**src/design/dte_pkg.sv**
```systemverilog
// ----------------------------------------------------------------------------
// dte_pkg: shared types and constants for the date/time to epoch converter
// Request and response payloads, inter-stage bundles and calendar tables.
// ----------------------------------------------------------------------------
`default_nettype none

package dte_pkg;

   // Year widening and range limits
   localparam logic [11:0] YEAR_PIVOT   = 12'd70;
   localparam logic [11:0] YEAR_CENTURY = 12'd100;
   localparam logic [11:0] YEAR_BASE    = 12'd1900;
   localparam logic [11:0] YEAR_FIRST   = 12'd1970;
   localparam logic [11:0] YEAR_LIMIT   = 12'd2038;

   // Calendar limits
   localparam logic [3:0]  MONTH_FIRST  = 4'd1;
   localparam logic [3:0]  MONTH_LAST   = 4'd12;
   localparam logic [3:0]  MONTH_FEB    = 4'd2;
   localparam logic [4:0]  DAY_FIRST    = 5'd1;

   // Time-of-day limits and scale factors
   localparam logic [4:0]  HOURS_PER_DAY = 5'd24;
   localparam logic [5:0]  MINS_PER_HOUR = 6'd60;
   localparam logic [5:0]  SECS_PER_MIN  = 6'd60;
   localparam logic [16:0] SECS_PER_DAY  = 17'd86400;
   localparam logic [8:0]  DAYS_PER_YEAR = 9'd365;

   // Request payload
   typedef struct packed {
      logic [3:0]  month_in;
      logic [4:0]  day_in;
      logic [11:0] year_in;
      logic [4:0]  hour_in;
      logic [5:0]  minute_in;
      logic [5:0]  second_in;
   } req_type;

   // Response payload
   typedef struct packed {
      logic [30:0] epoch_seconds;
      logic [14:0] day_count;
      logic        date_ok;
      logic        time_ok;
   } rsp_type;

   // Stage 1 -> stage 2: checked date, split into year offset and day of year
   typedef struct packed {
      logic        date_ok;
      logic        time_ok;
      logic [6:0]  year_ofs;
      logic [8:0]  month_days;
      logic [4:0]  day_ofs;
      logic [4:0]  hour;
      logic [5:0]  minute;
      logic [5:0]  second;
   } s1_type;

   // Stage 2 -> stage 3: day count and minutes of the day
   typedef struct packed {
      logic        date_ok;
      logic        time_ok;
      logic [14:0] day_count;
      logic [10:0] hour_min;
      logic [5:0]  second;
   } s2_type;

   // Stage 3 -> stage 4: seconds of the whole days and of the time of day
   typedef struct packed {
      logic        date_ok;
      logic        time_ok;
      logic [14:0] day_count;
      logic [30:0] day_secs;
      logic [16:0] tod_secs;
   } s3_type;

   // Length of a month; zero for month codes that name no month
   function automatic logic [4:0] month_len(input logic [3:0] month, input logic leap);
      logic [4:0] len;
      unique case (month)
         4'd1, 4'd3, 4'd5, 4'd7, 4'd8, 4'd10, 4'd12: len = 5'd31;
         4'd4, 4'd6, 4'd9, 4'd11:                    len = 5'd30;
         4'd2:                                       len = leap ? 5'd29 : 5'd28;
         default:                                    len = 5'd0;
      endcase
      return len;
   endfunction

   // Days in the year before the first of a month
   function automatic logic [8:0] month_start(input logic [3:0] month, input logic leap);
      logic [8:0] base;
      unique case (month)
         4'd1:    base = 9'd0;
         4'd2:    base = 9'd31;
         4'd3:    base = 9'd59;
         4'd4:    base = 9'd90;
         4'd5:    base = 9'd120;
         4'd6:    base = 9'd151;
         4'd7:    base = 9'd181;
         4'd8:    base = 9'd212;
         4'd9:    base = 9'd243;
         4'd10:   base = 9'd273;
         4'd11:   base = 9'd304;
         4'd12:   base = 9'd334;
         default: base = 9'd0;
      endcase
      if (leap && (month > MONTH_FEB)) begin
         base = base + 9'd1;
      end
      return base;
   endfunction

endpackage

`default_nettype wire

```
**src/design/datetime_to_epoch_seconds.sv**
```systemverilog
// ----------------------------------------------------------------------------
// datetime_to_epoch_seconds: calendar date and time of day to Unix seconds
// Four-stage pipeline: check, day count, scale, sum.
// ----------------------------------------------------------------------------
// A request is taken on every clock edge where start is high and busy is low;
// busy is high while reset is applied and in the cycle after it is released,
// so after that one request can enter every cycle. Each request gives exactly
// one response, shown on rsp_data with rsp_valid high for one cycle once it
// has passed the four register stages (date check, day sum, the 15x17 seconds
// multiply, final add), in request order. The receiver cannot hold responses
// off, so the response must be captured in the cycle rsp_valid is high.
`default_nettype none

module datetime_to_epoch_seconds
   import dte_pkg::*;
(
   input  wire logic    clock,
   input  wire logic    reset,
   input  wire logic    start,
   output logic         busy,
   input  wire req_type req_data,
   output logic         rsp_valid,
   output rsp_type      rsp_data
);

   logic    busy_ff;
   logic    req_accept;
   logic    s1_valid_ff;
   s1_type  s1_data_ff;
   logic    s2_valid_ff;
   s2_type  s2_data_ff;
   logic    rsp_valid_ff;
   rsp_type rsp_data_ff;

   // Hold off requests while reset is applied and in the cycle after it is released
   always_ff @(posedge clock) begin
      busy_ff <= reset;
   end

   assign busy       = busy_ff || reset;
   assign req_accept = start && !busy;

   dte_check u_check (
      .clock       (clock),
      .reset       (reset),
      .req_valid   (req_accept),
      .req_data    (req_data),
      .s1_valid_ff (s1_valid_ff),
      .s1_data_ff  (s1_data_ff)
   );

   dte_days u_days (
      .clock       (clock),
      .reset       (reset),
      .s1_valid_ff (s1_valid_ff),
      .s1_data_ff  (s1_data_ff),
      .s2_valid_ff (s2_valid_ff),
      .s2_data_ff  (s2_data_ff)
   );

   dte_secs u_secs (
      .clock        (clock),
      .reset        (reset),
      .s2_valid_ff  (s2_valid_ff),
      .s2_data_ff   (s2_data_ff),
      .rsp_valid_ff (rsp_valid_ff),
      .rsp_data_ff  (rsp_data_ff)
   );

   assign rsp_valid = rsp_valid_ff;
   assign rsp_data  = rsp_data_ff;

endmodule

`default_nettype wire

```
**src/design/dte_check.sv**
```systemverilog
// ----------------------------------------------------------------------------
// dte_check: stage 1 of the converter
// Widens the year, validates date and time, and splits the date into a year
// offset from 1970 and a day offset within the year.
// ----------------------------------------------------------------------------
`default_nettype none

module dte_check
   import dte_pkg::*;
(
   input  wire logic    clock,
   input  wire logic    reset,
   input  wire logic    req_valid,
   input  wire req_type req_data,
   output logic         s1_valid_ff,
   output s1_type       s1_data_ff
);

   logic [11:0] year_pivot;
   logic [11:0] year_full;
   logic        year_ok;
   logic        leap;
   logic        month_ok;
   logic        day_ok;
   s1_type      s1_data_in;

   // Widen two-digit and short years
   always_comb begin
      year_pivot = (req_data.year_in < YEAR_PIVOT) ? (req_data.year_in + YEAR_CENTURY)
                                                   : req_data.year_in;
      year_full  = (year_pivot < YEAR_BASE) ? (year_pivot + YEAR_BASE) : year_pivot;
   end

   // Check the date; inside 1970..2037 every fourth year is a leap year
   always_comb begin
      year_ok  = (year_full >= YEAR_FIRST) && (year_full < YEAR_LIMIT);
      leap     = (year_full[1:0] == 2'd0);
      month_ok = (req_data.month_in >= MONTH_FIRST) && (req_data.month_in <= MONTH_LAST);
      day_ok   = (req_data.day_in >= DAY_FIRST) &&
                 (req_data.day_in <= month_len(req_data.month_in, leap));
   end

   // Build the stage 1 bundle
   always_comb begin
      s1_data_in.date_ok    = year_ok && month_ok && day_ok;
      s1_data_in.time_ok    = (req_data.hour_in < HOURS_PER_DAY) &&
                              (req_data.minute_in < MINS_PER_HOUR) &&
                              (req_data.second_in < SECS_PER_MIN);
      s1_data_in.year_ofs   = 7'(year_full - YEAR_FIRST);
      s1_data_in.month_days = month_start(req_data.month_in, leap);
      s1_data_in.day_ofs    = req_data.day_in - DAY_FIRST;
      s1_data_in.hour       = req_data.hour_in;
      s1_data_in.minute     = req_data.minute_in;
      s1_data_in.second     = req_data.second_in;
   end

   // Advance the valid bit; payload needs no reset
   always_ff @(posedge clock) begin
      if (reset) begin
         s1_valid_ff <= 1'b0;
      end else begin
         s1_valid_ff <= req_valid;
      end
      s1_data_ff <= s1_data_in;
   end

endmodule

`default_nettype wire

```
**src/design/dte_days.sv**
```systemverilog
// ----------------------------------------------------------------------------
// dte_days: stage 2 of the converter
// Sums whole years, leap days and the day of year into the day count, and
// folds hours into minutes of the day.
// ----------------------------------------------------------------------------
`default_nettype none

module dte_days
   import dte_pkg::*;
(
   input  wire logic   clock,
   input  wire logic   reset,
   input  wire logic   s1_valid_ff,
   input  wire s1_type s1_data_ff,
   output logic        s2_valid_ff,
   output s2_type      s2_data_ff
);

   logic [14:0] year_days;
   logic [4:0]  leap_days;
   logic [14:0] day_sum;
   s2_type      s2_data_in;

   // Leap years in 1970..year-1 number (year - 1969) / 4
   always_comb begin
      year_days = 15'(s1_data_ff.year_ofs) * 15'(DAYS_PER_YEAR);
      leap_days = 5'((8'(s1_data_ff.year_ofs) + 8'd1) >> 2);
      day_sum   = year_days + 15'(leap_days) + 15'(s1_data_ff.month_days) +
                  15'(s1_data_ff.day_ofs);
   end

   // Zero the day count for an invalid date
   always_comb begin
      s2_data_in.date_ok   = s1_data_ff.date_ok;
      s2_data_in.time_ok   = s1_data_ff.time_ok;
      s2_data_in.day_count = s1_data_ff.date_ok ? day_sum : 15'd0;
      s2_data_in.hour_min  = 11'(s1_data_ff.minute) +
                             11'(s1_data_ff.hour) * 11'(MINS_PER_HOUR);
      s2_data_in.second    = s1_data_ff.second;
   end

   // Advance the valid bit; payload needs no reset
   always_ff @(posedge clock) begin
      if (reset) begin
         s2_valid_ff <= 1'b0;
      end else begin
         s2_valid_ff <= s1_valid_ff;
      end
      s2_data_ff <= s2_data_in;
   end

endmodule

`default_nettype wire

```
**src/design/dte_secs.sv**
```systemverilog
// ----------------------------------------------------------------------------
// dte_secs: stages 3 and 4 of the converter
// Scales days and minutes to seconds, then adds them and applies the
// time-valid flag to form the response.
// ----------------------------------------------------------------------------
`default_nettype none

module dte_secs
   import dte_pkg::*;
(
   input  wire logic   clock,
   input  wire logic   reset,
   input  wire logic   s2_valid_ff,
   input  wire s2_type s2_data_ff,
   output logic        rsp_valid_ff,
   output rsp_type     rsp_data_ff
);

   logic [31:0] day_prod;
   s3_type      s3_data_in;
   s3_type      s3_data_ff;
   logic        s3_valid_ff;
   rsp_type     rsp_data_in;

   // Stage 3: one 15x17 multiply for the whole days
   always_comb begin
      day_prod              = 32'(s2_data_ff.day_count) * 32'(SECS_PER_DAY);
      s3_data_in.date_ok    = s2_data_ff.date_ok;
      s3_data_in.time_ok    = s2_data_ff.time_ok;
      s3_data_in.day_count  = s2_data_ff.day_count;
      s3_data_in.day_secs   = day_prod[30:0];
      s3_data_in.tod_secs   = 17'(s2_data_ff.second) +
                              17'(s2_data_ff.hour_min) * 17'(SECS_PER_MIN);
   end

   // Stage 4: add, then zero both counts for a bad time, keeping both flags
   always_comb begin
      rsp_data_in.date_ok = s3_data_ff.date_ok;
      rsp_data_in.time_ok = s3_data_ff.time_ok;
      if (s3_data_ff.time_ok) begin
         rsp_data_in.epoch_seconds = s3_data_ff.day_secs + 31'(s3_data_ff.tod_secs);
         rsp_data_in.day_count     = s3_data_ff.day_count;
      end else begin
         rsp_data_in.epoch_seconds = 31'd0;
         rsp_data_in.day_count     = 15'd0;
      end
   end

   // Advance valid bits; payload needs no reset
   always_ff @(posedge clock) begin
      if (reset) begin
         s3_valid_ff  <= 1'b0;
         rsp_valid_ff <= 1'b0;
      end else begin
         s3_valid_ff  <= s2_valid_ff;
         rsp_valid_ff <= s3_valid_ff;
      end
      s3_data_ff  <= s3_data_in;
      rsp_data_ff <= rsp_data_in;
   end

endmodule

`default_nettype wire

```
**config.mk**
```make
export PLATFORM = sky130hd
export DESIGN_NAME = datetime_to_epoch_seconds
export DESIGN_NICKNAME = d
export VERILOG_FILES = /design/src/design/dte_pkg.sv /design/src/design/datetime_to_epoch_seconds.sv /design/src/design/dte_check.sv /design/src/design/dte_days.sv /design/src/design/dte_secs.sv
export SDC_FILE = /design/constraint.sdc
export NUM_CORES = 1
export LEC_CHECK = 0
export BUFFER_PORTS_ARGS = -buffer_cell sky130_fd_sc_hd__buf_2
export CORE_UTILIZATION = 62
export CTS_CLUSTER_DIAMETER = 200
export DETAILED_ROUTE_END_ITERATION = 7
export GPL_TIMING_DRIVEN = 0
export PLACE_DENSITY = 0.87
export SLEW_MARGIN = 20
export SYNTH_ARGS = -nofsm -noshare
export SYNTH_HDL_FRONTEND = slang
export SYNTH_SLANG_ARGS = --single-unit
```
**constraint.sdc**
```tcl
create_clock -name clock -period 4.85 [get_ports clock]
set_input_delay 1.2125 -clock clock [delete_from_list [all_inputs] [get_ports clock]]
set_output_delay 1.2125 -clock clock [all_outputs]
set_load 0.05 [all_outputs]
```
==> results of run 1 <==
[metal layers]
layer,up-vias,share of wire,global-route usage
met1,4056,0.42,0.2737
met4,0,0.019,0.08093
met2,180,0.53,0.4624
met5,-,0,0
li1,4324,-,-
met3,36,0.026,0.04091
[layout make-up]
| class | count | area (um2) |
|---|---|---|
| buffer | 9 | 35.03 |
| clock buffer | 17 | 425.4 |
| clock inverter | 15 | 209.0 |
| fill | 1349 | 5688 |
| inverter | 191 | 716.9 |
| multi-input combinational | 842 | 7924 |
| sequential | 184 | 3692 |
| tap | 265 | 331.6 |
| timing repair buffer | 88 | 440.4 |
[synth_stat cells (24+ instances only)]
| cell | count | share of area |
|---|---|---|
| ha_1 | 203 | 0.21 |
| dfxtp_1 | 184 | 0.30 |
| and2_1 | 45 | 0.023 |
| inv_1 | 190 | 0.058 |
| xor2_1 | 34 | 0.024 |
| xnor2_1 | 66 | 0.047 |
| o21ai_0 | 31 | 0.013 |
| nor2_1 | 49 | 0.015 |
| a21oi_1 | 61 | 0.025 |
| nand2_1 | 34 | 0.010 |
| fa_1 | 86 | 0.14 |
| nor3_1 | 24 | 0.0097 |
[path summary, 6_finish.rpt]
kind / from / endpoint
worst max-delay path: u_check.s1_data_ff[31]$_DFF_P_ / u_days.s2_data_ff[30]$_SDFF_PN0_
worst min-delay path: u_days.s2_data_ff[33]$_DFF_P_ / u_secs.rsp_data_in[1]$_DFF_P_
worst max register to register: u_check.s1_data_ff[31]$_DFF_P_ / u_days.s2_data_ff[30]$_SDFF_PN0_
worst min register to register: u_days.s2_data_ff[33]$_DFF_P_ / u_secs.rsp_data_in[1]$_DFF_P_
[worst max-delay path, cell delays in order, from the launching register on]
cell      delay (ns)
dfxtp_4         0.43
fa_1            0.45
ha_1            0.31
ha_1            0.27
inv_1           0.05
fa_1            0.53
inv_1           0.06
fa_1            0.47
ha_1            0.35
a21o_1          0.18
a21oi_2         0.18
o21bai_1        0.08
a21o_1          0.21
a21oi_2         0.16
o21ai_1         0.14
o41ai_2         0.35
mux2i_1         0.22
[what timing repair did]
action | in CTS | in global routing
endpoints found under the setup margin | 1 | 8
resized for setup | 2 | 12
cloned | 0 | 0
pin swaps | 0 | 1
[sequential cells by signal, indices dropped and copies added, names as in the netlist]
signal / count
u_secs.s3_data_ff: 55
u_secs.rsp_data_ff: 48
u_check.s1_data_ff: 40
u_days.s2_data_ff: 34
u_secs.rsp_data_in: 2
busy_ff: 1
u_check.s1_valid_ff: 1
u_days.s2_valid_ff: 1
u_secs.rsp_valid_ff: 1
u_secs.s3_valid_ff: 1
[per-stage QoR]
step / utilization / area, um2 / hold WS, ns
after floorplan: - / 12320 / 0.3096
after global placement: 0.6728 / 13100 / 0.3107
after detailed placement: 0.6728 / 13100 / 0.3121
after CTS: 0.7056 / 13730 / 0.3300
after global routing: 0.7077 / 13770 / 0.3377
final: 0.7077 / 13770 / 0.3234
[cell families (layout without fill, tap and decap cells)]
family / after synthesis / after routing / share of synthesized area
xor+xnor: 100 / 100 / 0.07107
fa+ha+maj: 289 / 289 / 0.3458
compound gates: 196 / 196 / 0.1062
buf+inv: 200 / 320 / 0.06102
mux: 11 / 11 / 0.01015
flops: 184 / 184 / 0.2989
simple gates: 246 / 246 / 0.1068
==> impl_results.md, run 1 <==
- Setup TNS: 0 ns
- Post-Synthesis Cells: 1,226
- Hold Path Cell Cnt: 0
- Most frequent cells in the layout: ha_1 (202), inv_1 (190), dfxtp_1 (179)
- Run status: completed
- Reg2Reg Depth: 16
- Mapped Area: 12,320 um2
- Yosys warnings: 0
- GRT Util Overall: 0.2438
- Bufs on Longest Clock Path: 2
- Antenna violations before repair: 0
- Hold WC Path Type: reg2reg
- RSZ-0062 raised after global routing: no
- Core Area: between 15,000 and 20,000 um2
- Antenna Violating Nets Remaining: 0
- Pins over their slew limit: 0
- Post-Layout Cell Count: 1,611
- H-tree Lvls: 4
- Routed length per instance: approximately 14 um
- First-pass GRT wire length: 39,600 um
- DP Cell Count: 1,579
- Clk pin slew, worst setup/hold paths: 0.08 ns
- Max-cap violations: 0
- Grt ovf: 0
- # port buffers: 88
- Top FF cell, synth: dfxtp_1
- Final worst path period need: 4.516 ns
- DRT Pass-1 Iters: 5
- TritonCTS clock tree: built
- Crit share post-route: 0.9311
- # IOs: 91
- R2R setup slack: ~0.33 ns
- Library cells used by synthesis: 66
- Fraction of final layout cells sized beyond drive strength 1: 0.1100
- Via Count: approximately 8,600
- Synthesized Nets: 1,556
- Total CTS buffers: 17
- Critical path launch point type: flop
- Kind of critical path: reg2reg
- Detailed placer's ending HPWL: 17,890 um
- Worst path arrival time: slightly below 5 ns
- Vias in the first global route: 8,862
- Final WS setup: 0.3342 ns
- Antenna Diode Count: 0
- Worst Clk Skew: 0.01257 ns
- # hold bufs at CTS: 0
- Crit-path max FO: 11
- Vias/cell: 5.336
- Core Rows: 51
- Fin. Hold Viols: 0
- Post-synthesis sequential area ratio: 0.2989
- Post-CTS Setup Bufs: 0
- Nets: 1,663
- Async SR Flop Fraction: 0
- Placer Congestion: approximately 0.9
- Fmax: 221.4 MHz
- Die Width: 143.0 um
- Critical Path Sink Type: flop
- Drt initial violations: 353
- Num Clock Sinks: 184
- Post-placement setup slack: -0.009086 ns
- Clk_lat worst skew: 0.44 ns
- Drt drc: 0
- Number of flops mapped to enable cells by yosys: 0
- Syn Area/Cell: 10.05 um2
- Commonest non-fill, non-tap cell in the layout: ha_1
- Die span in y: 143.0 um
- Required time of the critical path: 5.22 ns
- Root buffer cell: clkbuf_16
- Slew margin rel.: 0.5280
- Largest net degree at the start of global routing: 23
- DIE AREA: 20,440 um2
- Least-Margin Pin Slew: 0.7007 ns
- Initial core utilization: 0.6332
- Total wire length: 22,940 um
- Setup violators final: 0
- Area growth, synth to finish: 11.78%
- Register bit total from synthesis: 184
Power of run 1 is left out: the tool's default activity adds up to more than one toggle a clock period on the data nets, which glitch-free logic cannot reach.
==> run 2: changes to the inputs <==
Settings changed: SYNTH_HIERARCHICAL from default to 1.
==> impl_results.md, run 2 <==
- Crit share post-route: 0.9599
- Grt ovf: 0
- Critical Path Sink Type: flop
- Commonest non-fill, non-tap cell in the layout: ha_1
- Die span in y: 145.9 um
- Fmax: 214.8 MHz
- Register bit total from synthesis: 184
- Hold WC Path Type: reg2reg
- FILL cells: 1,496
- Worst Clk Skew: 0.005907 ns
- Num Clock Sinks: 184
- Run status: completed
- Post-placement setup slack: -0.05833 ns
- Die Width: 145.9 um
- Initial core utilization: 0.6328
- Synthesized Nets: 1,616
- Largest net degree at the start of global routing: 18
- Most frequent cell after synthesis: ha_1
- Fraction of final layout cells sized beyond drive strength 1: 0.1174
- Vias in the first global route: 9,200
- Final WS setup: 0.1947 ns
- Crit-path max FO: 10
- Post-route cell area: ~14,000 um2
- Yosys top cell by area: dfxtp_1
- Antenna violations before repair: 0
- Async SR Flop Fraction: 0
- Setup violators final: 0
- Post-Synthesis Cells: approximately 1,300
- Top FF cell, synth: dfxtp_1
- Post-synth top area share: 0.2868
- # IOs: 91
- Multi-input combinational cell area: 8434 um2
- Largest Register: u_secs/s3_data_ff
- Via Count: 9,133
- DRT Pass-1 Iters: 5
- Total CTS buffers: 17
- Nets: between 1,500 and 2,000
- Max-cap violations: 0
- Core Rows: 52
- Kind of critical path: reg2reg
- Worst path arrival time: 4.98 ns
- Top cells by area, synth: dfxtp_1 (29%), ha_1 (20%), fa_1 (13%), inv_1 (5.3%), xnor2_1 (4.6%)
- Detailed placer's ending HPWL: 19,240 um
- Slew margin rel.: 0.4814
- Clk pin slew, worst setup/hold paths: 0.07 ns
- Antenna Violating Nets Remaining: 0
- Drt initial violations: 368
- Hold Slack: 0.3281 ns
- Mapped Area: between 10,000 and 15,000 um2
- Clk_lat worst skew: 0.44 ns
- Vias/cell: 5.449
- Syn Area/Cell: 10.01 um2
- Worst-path cell chain: inv_1 > fa_1 > fa_1 > inv_1 > ha_1 > fa_1 > inv_1 > fa_1 > inv_1 > ha_1 > nand3_1 > o211ai_1 > a41oi_2 > o21ai_1 > mux2_2
- Drt drc: 0
- Pins over their slew limit: 0
- Placer Congestion: a little under 0.9
- Total wire length: between 20,000 and 25,000 um
- Largest regs: u_secs/s3_data_ff x55, u_secs/rsp_data_ff x48, u_check/s1_data_ff x40
- Placed cell area: roughly 14,000 um2
- Fin. Hold Viols: 0
- Routed length per instance: between 10 and 15 um
- Storage element area: approximately 3700 um2
- First-pass GRT wire length: 40,980 um
- DP Cell Count: 1,643
- Max stage delay on crit path: approximately 0.54 ns
- # port buffers: 90
- Required time of the critical path: 5.17 ns
- Yosys warnings: 6
- Core Area: 20,300 um2
- Area growth, synth to finish: 10.88%
- Post-Layout Cell Count: roughly 1,700
- Number of flops mapped to enable cells by yosys: 0
- DIE AREA: roughly 21,000 um2
- H-tree Lvls: 4
- Final worst path period need: 4.655 ns
- Antenna Diode Count: 0
- Critical path launch point type: flop
- Post-synthesis sequential area ratio: 0.2868
- Bufs on Longest Clock Path: 2
- Root buffer cell: clkbuf_16
- TritonCTS clock tree: built
- Slowest-stage cell, CP: fa_1
- Most frequent cells in the layout: ha_1 (207), dfxtp_1 (181), inv_1 (181)
- Largest register FFs: 55
- Least-Margin Pin Slew: roughly 0.77 ns
- GRT Util Overall: 0.2377
- Library cells used by synthesis: 86
- Synth top cells by count: ha_1 (208), dfxtp_1 (184), inv_1 (181)
## run 2: changes by cell type in the layout (fill, tap and decap cells not counted), sizes merged, moves of 6 or more
cell    previous run  this run
nor2              49        58
nor3              24        16
clkbuf            24        30
inv              198       192
nand2b             7        16
nand2             34        44
## run 2: cell type report
class | count | share of cell area
sequential | 184 | 0.2591
timing repair buffer | 91 | 0.03215
multi-input combinational | 903 | 0.5922
inverter | 184 | 0.04849
tap | 270 | 0.02372
buffer | 12 | 0.003250
clock inverter | 13 | 0.009312
clock buffer | 19 | 0.03180
## run 2: what timing repair did
action                                  CTS  global route
setup buffers                             0             1
pin swaps                                 0             2
endpoints found under the setup margin    1             1
resized for setup                         1             6
hold endpoints to repair                  0             0
hold buffers                              0             0
## run 2: cells by family (layout without fill, tap and decap cells)
| logic type | after synthesis | count (layout) | share of synthesized area |
|---|---|---|---|
| fa+ha+maj | 292 | 292 | 0.3335 |
| mux | 15 | 15 | 0.01198 |
| flops | 184 | 184 | 0.2868 |
| xor+xnor | 106 | 106 | 0.07345 |
| buf+inv | 196 | 319 | 0.05737 |
| simple gates | 271 | 271 | 0.1139 |
| compound gates | 219 | 219 | 0.1230 |
## run 2: routing by layer
| metal | part of all wire | vias up | wire length [um] | GRT usage |
|---|---|---|---|---|
| met5 | 0 | - | 0 | 0 |
| met4 | 0.021 | 0 | 518 | 0.09158 |
| met3 | 0.034 | 36 | 834 | 0.03950 |
| met2 | 0.52 | 230 | 12790 | 0.4426 |
| met1 | 0.42 | 4305 | 10300 | 0.2698 |
| li1 | - | 4562 | - | - |
## run 2: stage by stage
stage | setup TNS, ns | utilization
2_1_floorplan | 0 | -
3_3_place_gp | -0.01339 | 0.6716
3_5_place_dp | -0.05833 | 0.6716
4_1_cts | 0 | 0.7005
5_1_grt | -0.01726 | 0.7016
6_report | 0 | 0.7016
## run 2: final timing paths
path                                                     start                               end  slack, ns  depth (start not counted)
worst max-delay path            u_check/s1_data_ff[31]$_DFF_P_  u_days/s2_data_ff[31]$_SDFF_PN0_       0.19                         15
worst min-delay path             u_check/s1_data_ff[7]$_DFF_P_      u_days/s2_data_ff[7]$_DFF_P_       0.33                          0
worst max register to register  u_check/s1_data_ff[31]$_DFF_P_  u_days/s2_data_ff[31]$_SDFF_PN0_       0.19                         15
worst min register to register   u_check/s1_data_ff[7]$_DFF_P_      u_days/s2_data_ff[7]$_DFF_P_       0.33                          0
## run 2: critical path: cells and delay by family, from the launching register on
kind / cells / cell delay (ns)
multiplexers: 1 / 0.35
AO/OA/AOI/OAI: 3 / 0.81
buffers and inverters: 4 / 0.24
AND/OR/NAND/NOR: 1 / 0.10
adder cells (fa/ha/maj): 6 / 2.63
flip-flops: 1 / 0.43
Power of run 2 is left out for the same reason.
==> run 3: changes to the inputs <==
Clock period 4.85 ns to 5.1 ns, I/O delays scaled along.
==> impl_results.md, run 3 (synthesis gave the netlist of run 2 again) <==
- Run status: completed
- Worst path arrival time: 5.21 ns
- Nets: 1,725
- Largest regs: u_secs/s3_data_ff x55, u_secs/rsp_data_ff x48, u_check/s1_data_ff x40
- Setup TNS: 0 ns
- M2 GR Usage: 0.4426
- # IOs: 91
- Min-delay src: u_check/s1_data_ff[2]$_DFF_P_
- Area growth, synth to finish: 10.71%
- Antenna violations before repair: 0
- # hold bufs at CTS: 0
- DIE AREA: 21,300 um2
- Vias/cell: 5.423
- Bufs on Longest Clock Path: 2
- Commonest non-fill, non-tap cell in the layout: ha_1
- Max-cap violations: 0
- # port buffers: 90
- GR met3 Demand/Resource: 0.03950
- TritonCTS clock tree: built
- First-pass GRT wire length: 40,980 um
- Clk pin slew, worst setup/hold paths: roughly 0.07 ns
- Worst flop-to-flop path startpoint: u_check/s1_data_ff[31]$_DFF_P_
- Worst Clk Skew: 0.005890 ns
- Slew margin rel.: 0.4821
- Grt ovf: 0
- Vias in the first global route: approximately 9,200
- Critical path launch point type: flop
- Fraction of final layout cells sized beyond drive strength 1: 0.1139
- Largest net degree at the start of global routing: 18
- Post_cts resized: 0
- Antenna Violating Nets Remaining: 0
- R2R setup slack: roughly 0.21 ns
- Via Count: roughly 9,100
- Hold Path Cell Cnt: 0
- Fmax: around 200 MHz
- Critical Path Sink Type: flop
- Most frequent cells in the layout: ha_1 (208), dfxtp_1 (183), inv_1 (181)
- Total CTS buffers: 17
- Post-CTS Setup Bufs: 0
- DRT Pass-1 Iters: 5
- Routed length per instance: approximately 15 um
- Kind of critical path: reg2reg
- Die span in y: 145.9 um
- WHS Endpoint: u_days/s2_data_ff[2]$_DFF_P_
- Crit-path max FO: 10
- Required time of the critical path: 5.42 ns
- RSZ-0062 raised after global routing: no
- Pins over their slew limit: 0
- Core Rows: 52
- Core Area: 20,300 um2
- FILL cells: 1,501
- Setup violators final: 0
- Num Clock Sinks: between 150 and 200
- Placer Congestion: 0.8710
- Fin. Hold Viols: 0
- Final worst path period need: between 4 and 5 ns
- Drt initial violations: 356
- Largest Register: u_secs/s3_data_ff
- Least-Margin Pin Slew: 0.7685 ns
- Largest register FFs: 55
- Initial core utilization: 0.6328
- Root buffer cell: clkbuf_16
- Die Width: between 100 and 150 um
- Clk_lat worst skew: 0.44 ns
- Crit share post-route: 0.9579
- Grt met1 use: 0.2698
- H-tree Lvls: 4
- RR Endpoint: u_days/s2_data_ff[31]$_SDFF_PN0_
- Hold WC Path Type: reg2reg
- Detailed placer's ending HPWL: 19,240 um
- Placed cell area: 13,630 um2
- Total wire length: between 20,000 and 25,000 um
- Antenna Diode Count: 0
- Post-route cell area: ~14,000 um2
- Reg2Reg Depth: 15
- GRT Util Overall: 0.2377
- Layer with the highest usage: met2
- Drt drc: 0
run 3: routing by layer:
metal | part of all wire | vias to the layer above
met1 | 0.42 | 4274
met4 | 0.022 | 0
met3 | 0.033 | 38
met2 | 0.52 | 214
li1 | - | 4558
met5 | 0 | -
run 3: cell type report:
cell class / instances / area, um2 / area share
Inverter: 184 / 690.7 / 0.04857
Clock inverter: 13 / 132.6 / 0.009327
Multi-Input combinational cell: 903 / 8424 / 0.5924
Tap cell: 270 / 337.8 / 0.02376
Sequential cell: 184 / 3685 / 0.2591
Clock buffer: 19 / 452.9 / 0.03185
Timing Repair Buffer: 90 / 450.4 / 0.03168
Buffer: 12 / 46.29 / 0.003256
run 3: critical path, stage by stage (launching register included):
cell and delay, ns:
dfxtp_2 0.47, inv_1 0.12, fa_1 0.39, fa_1 0.49, inv_1 0.04, ha_1 0.30, fa_1 0.54, inv_1 0.05
fa_1 0.54, inv_1 0.05, ha_1 0.38, nand3_1 0.11, o211ai_1 0.38, a41oi_1 0.24, o21ai_0 0.31, mux2_2 0.37
run 3: worst max-delay path by stage:
stage | slack (ns) | to | cells after the start | startpoint
2_1_floorplan | 0.65 | u_days/s2_data_ff[31]$_SDFF_PN0_ | 15 | u_check/s1_data_ff[31]$_DFF_P_
3_3_place_gp | 0.24 | u_days/s2_data_ff[31]$_SDFF_PN0_ | 15 | u_check/s1_data_ff[31]$_DFF_P_
3_5_place_dp | 0.19 | u_days/s2_data_ff[31]$_SDFF_PN0_ | 15 | u_check/s1_data_ff[31]$_DFF_P_
4_1_cts | 0.12 | u_days/s2_data_ff[31]$_SDFF_PN0_ | 15 | u_check/s1_data_ff[31]$_DFF_P_
5_1_grt | 0.04 | u_days/s2_data_ff[31]$_SDFF_PN0_ | 15 | u_check/s1_data_ff[34]$_DFF_P_
6_report | 0.21 | u_days/s2_data_ff[31]$_SDFF_PN0_ | 15 | u_check/s1_data_ff[31]$_DFF_P_
run 3: per-stage QoR:
stage,hold slack [ns],instances,utilization,setup slack [ns]
2_1_floorplan,0.3096,1283,-,0.6514
3_3_place_gp,0.3107,1643,0.6716,0.2366
3_5_place_dp,0.3121,1643,0.6716,0.1917
4_1_cts,0.3277,1675,0.7004,0.1219
5_1_grt,0.3334,1675,0.7005,0.04407
6_report,0.3280,1675,0.7005,0.2147
Power of run 3 is left out for the same reason.
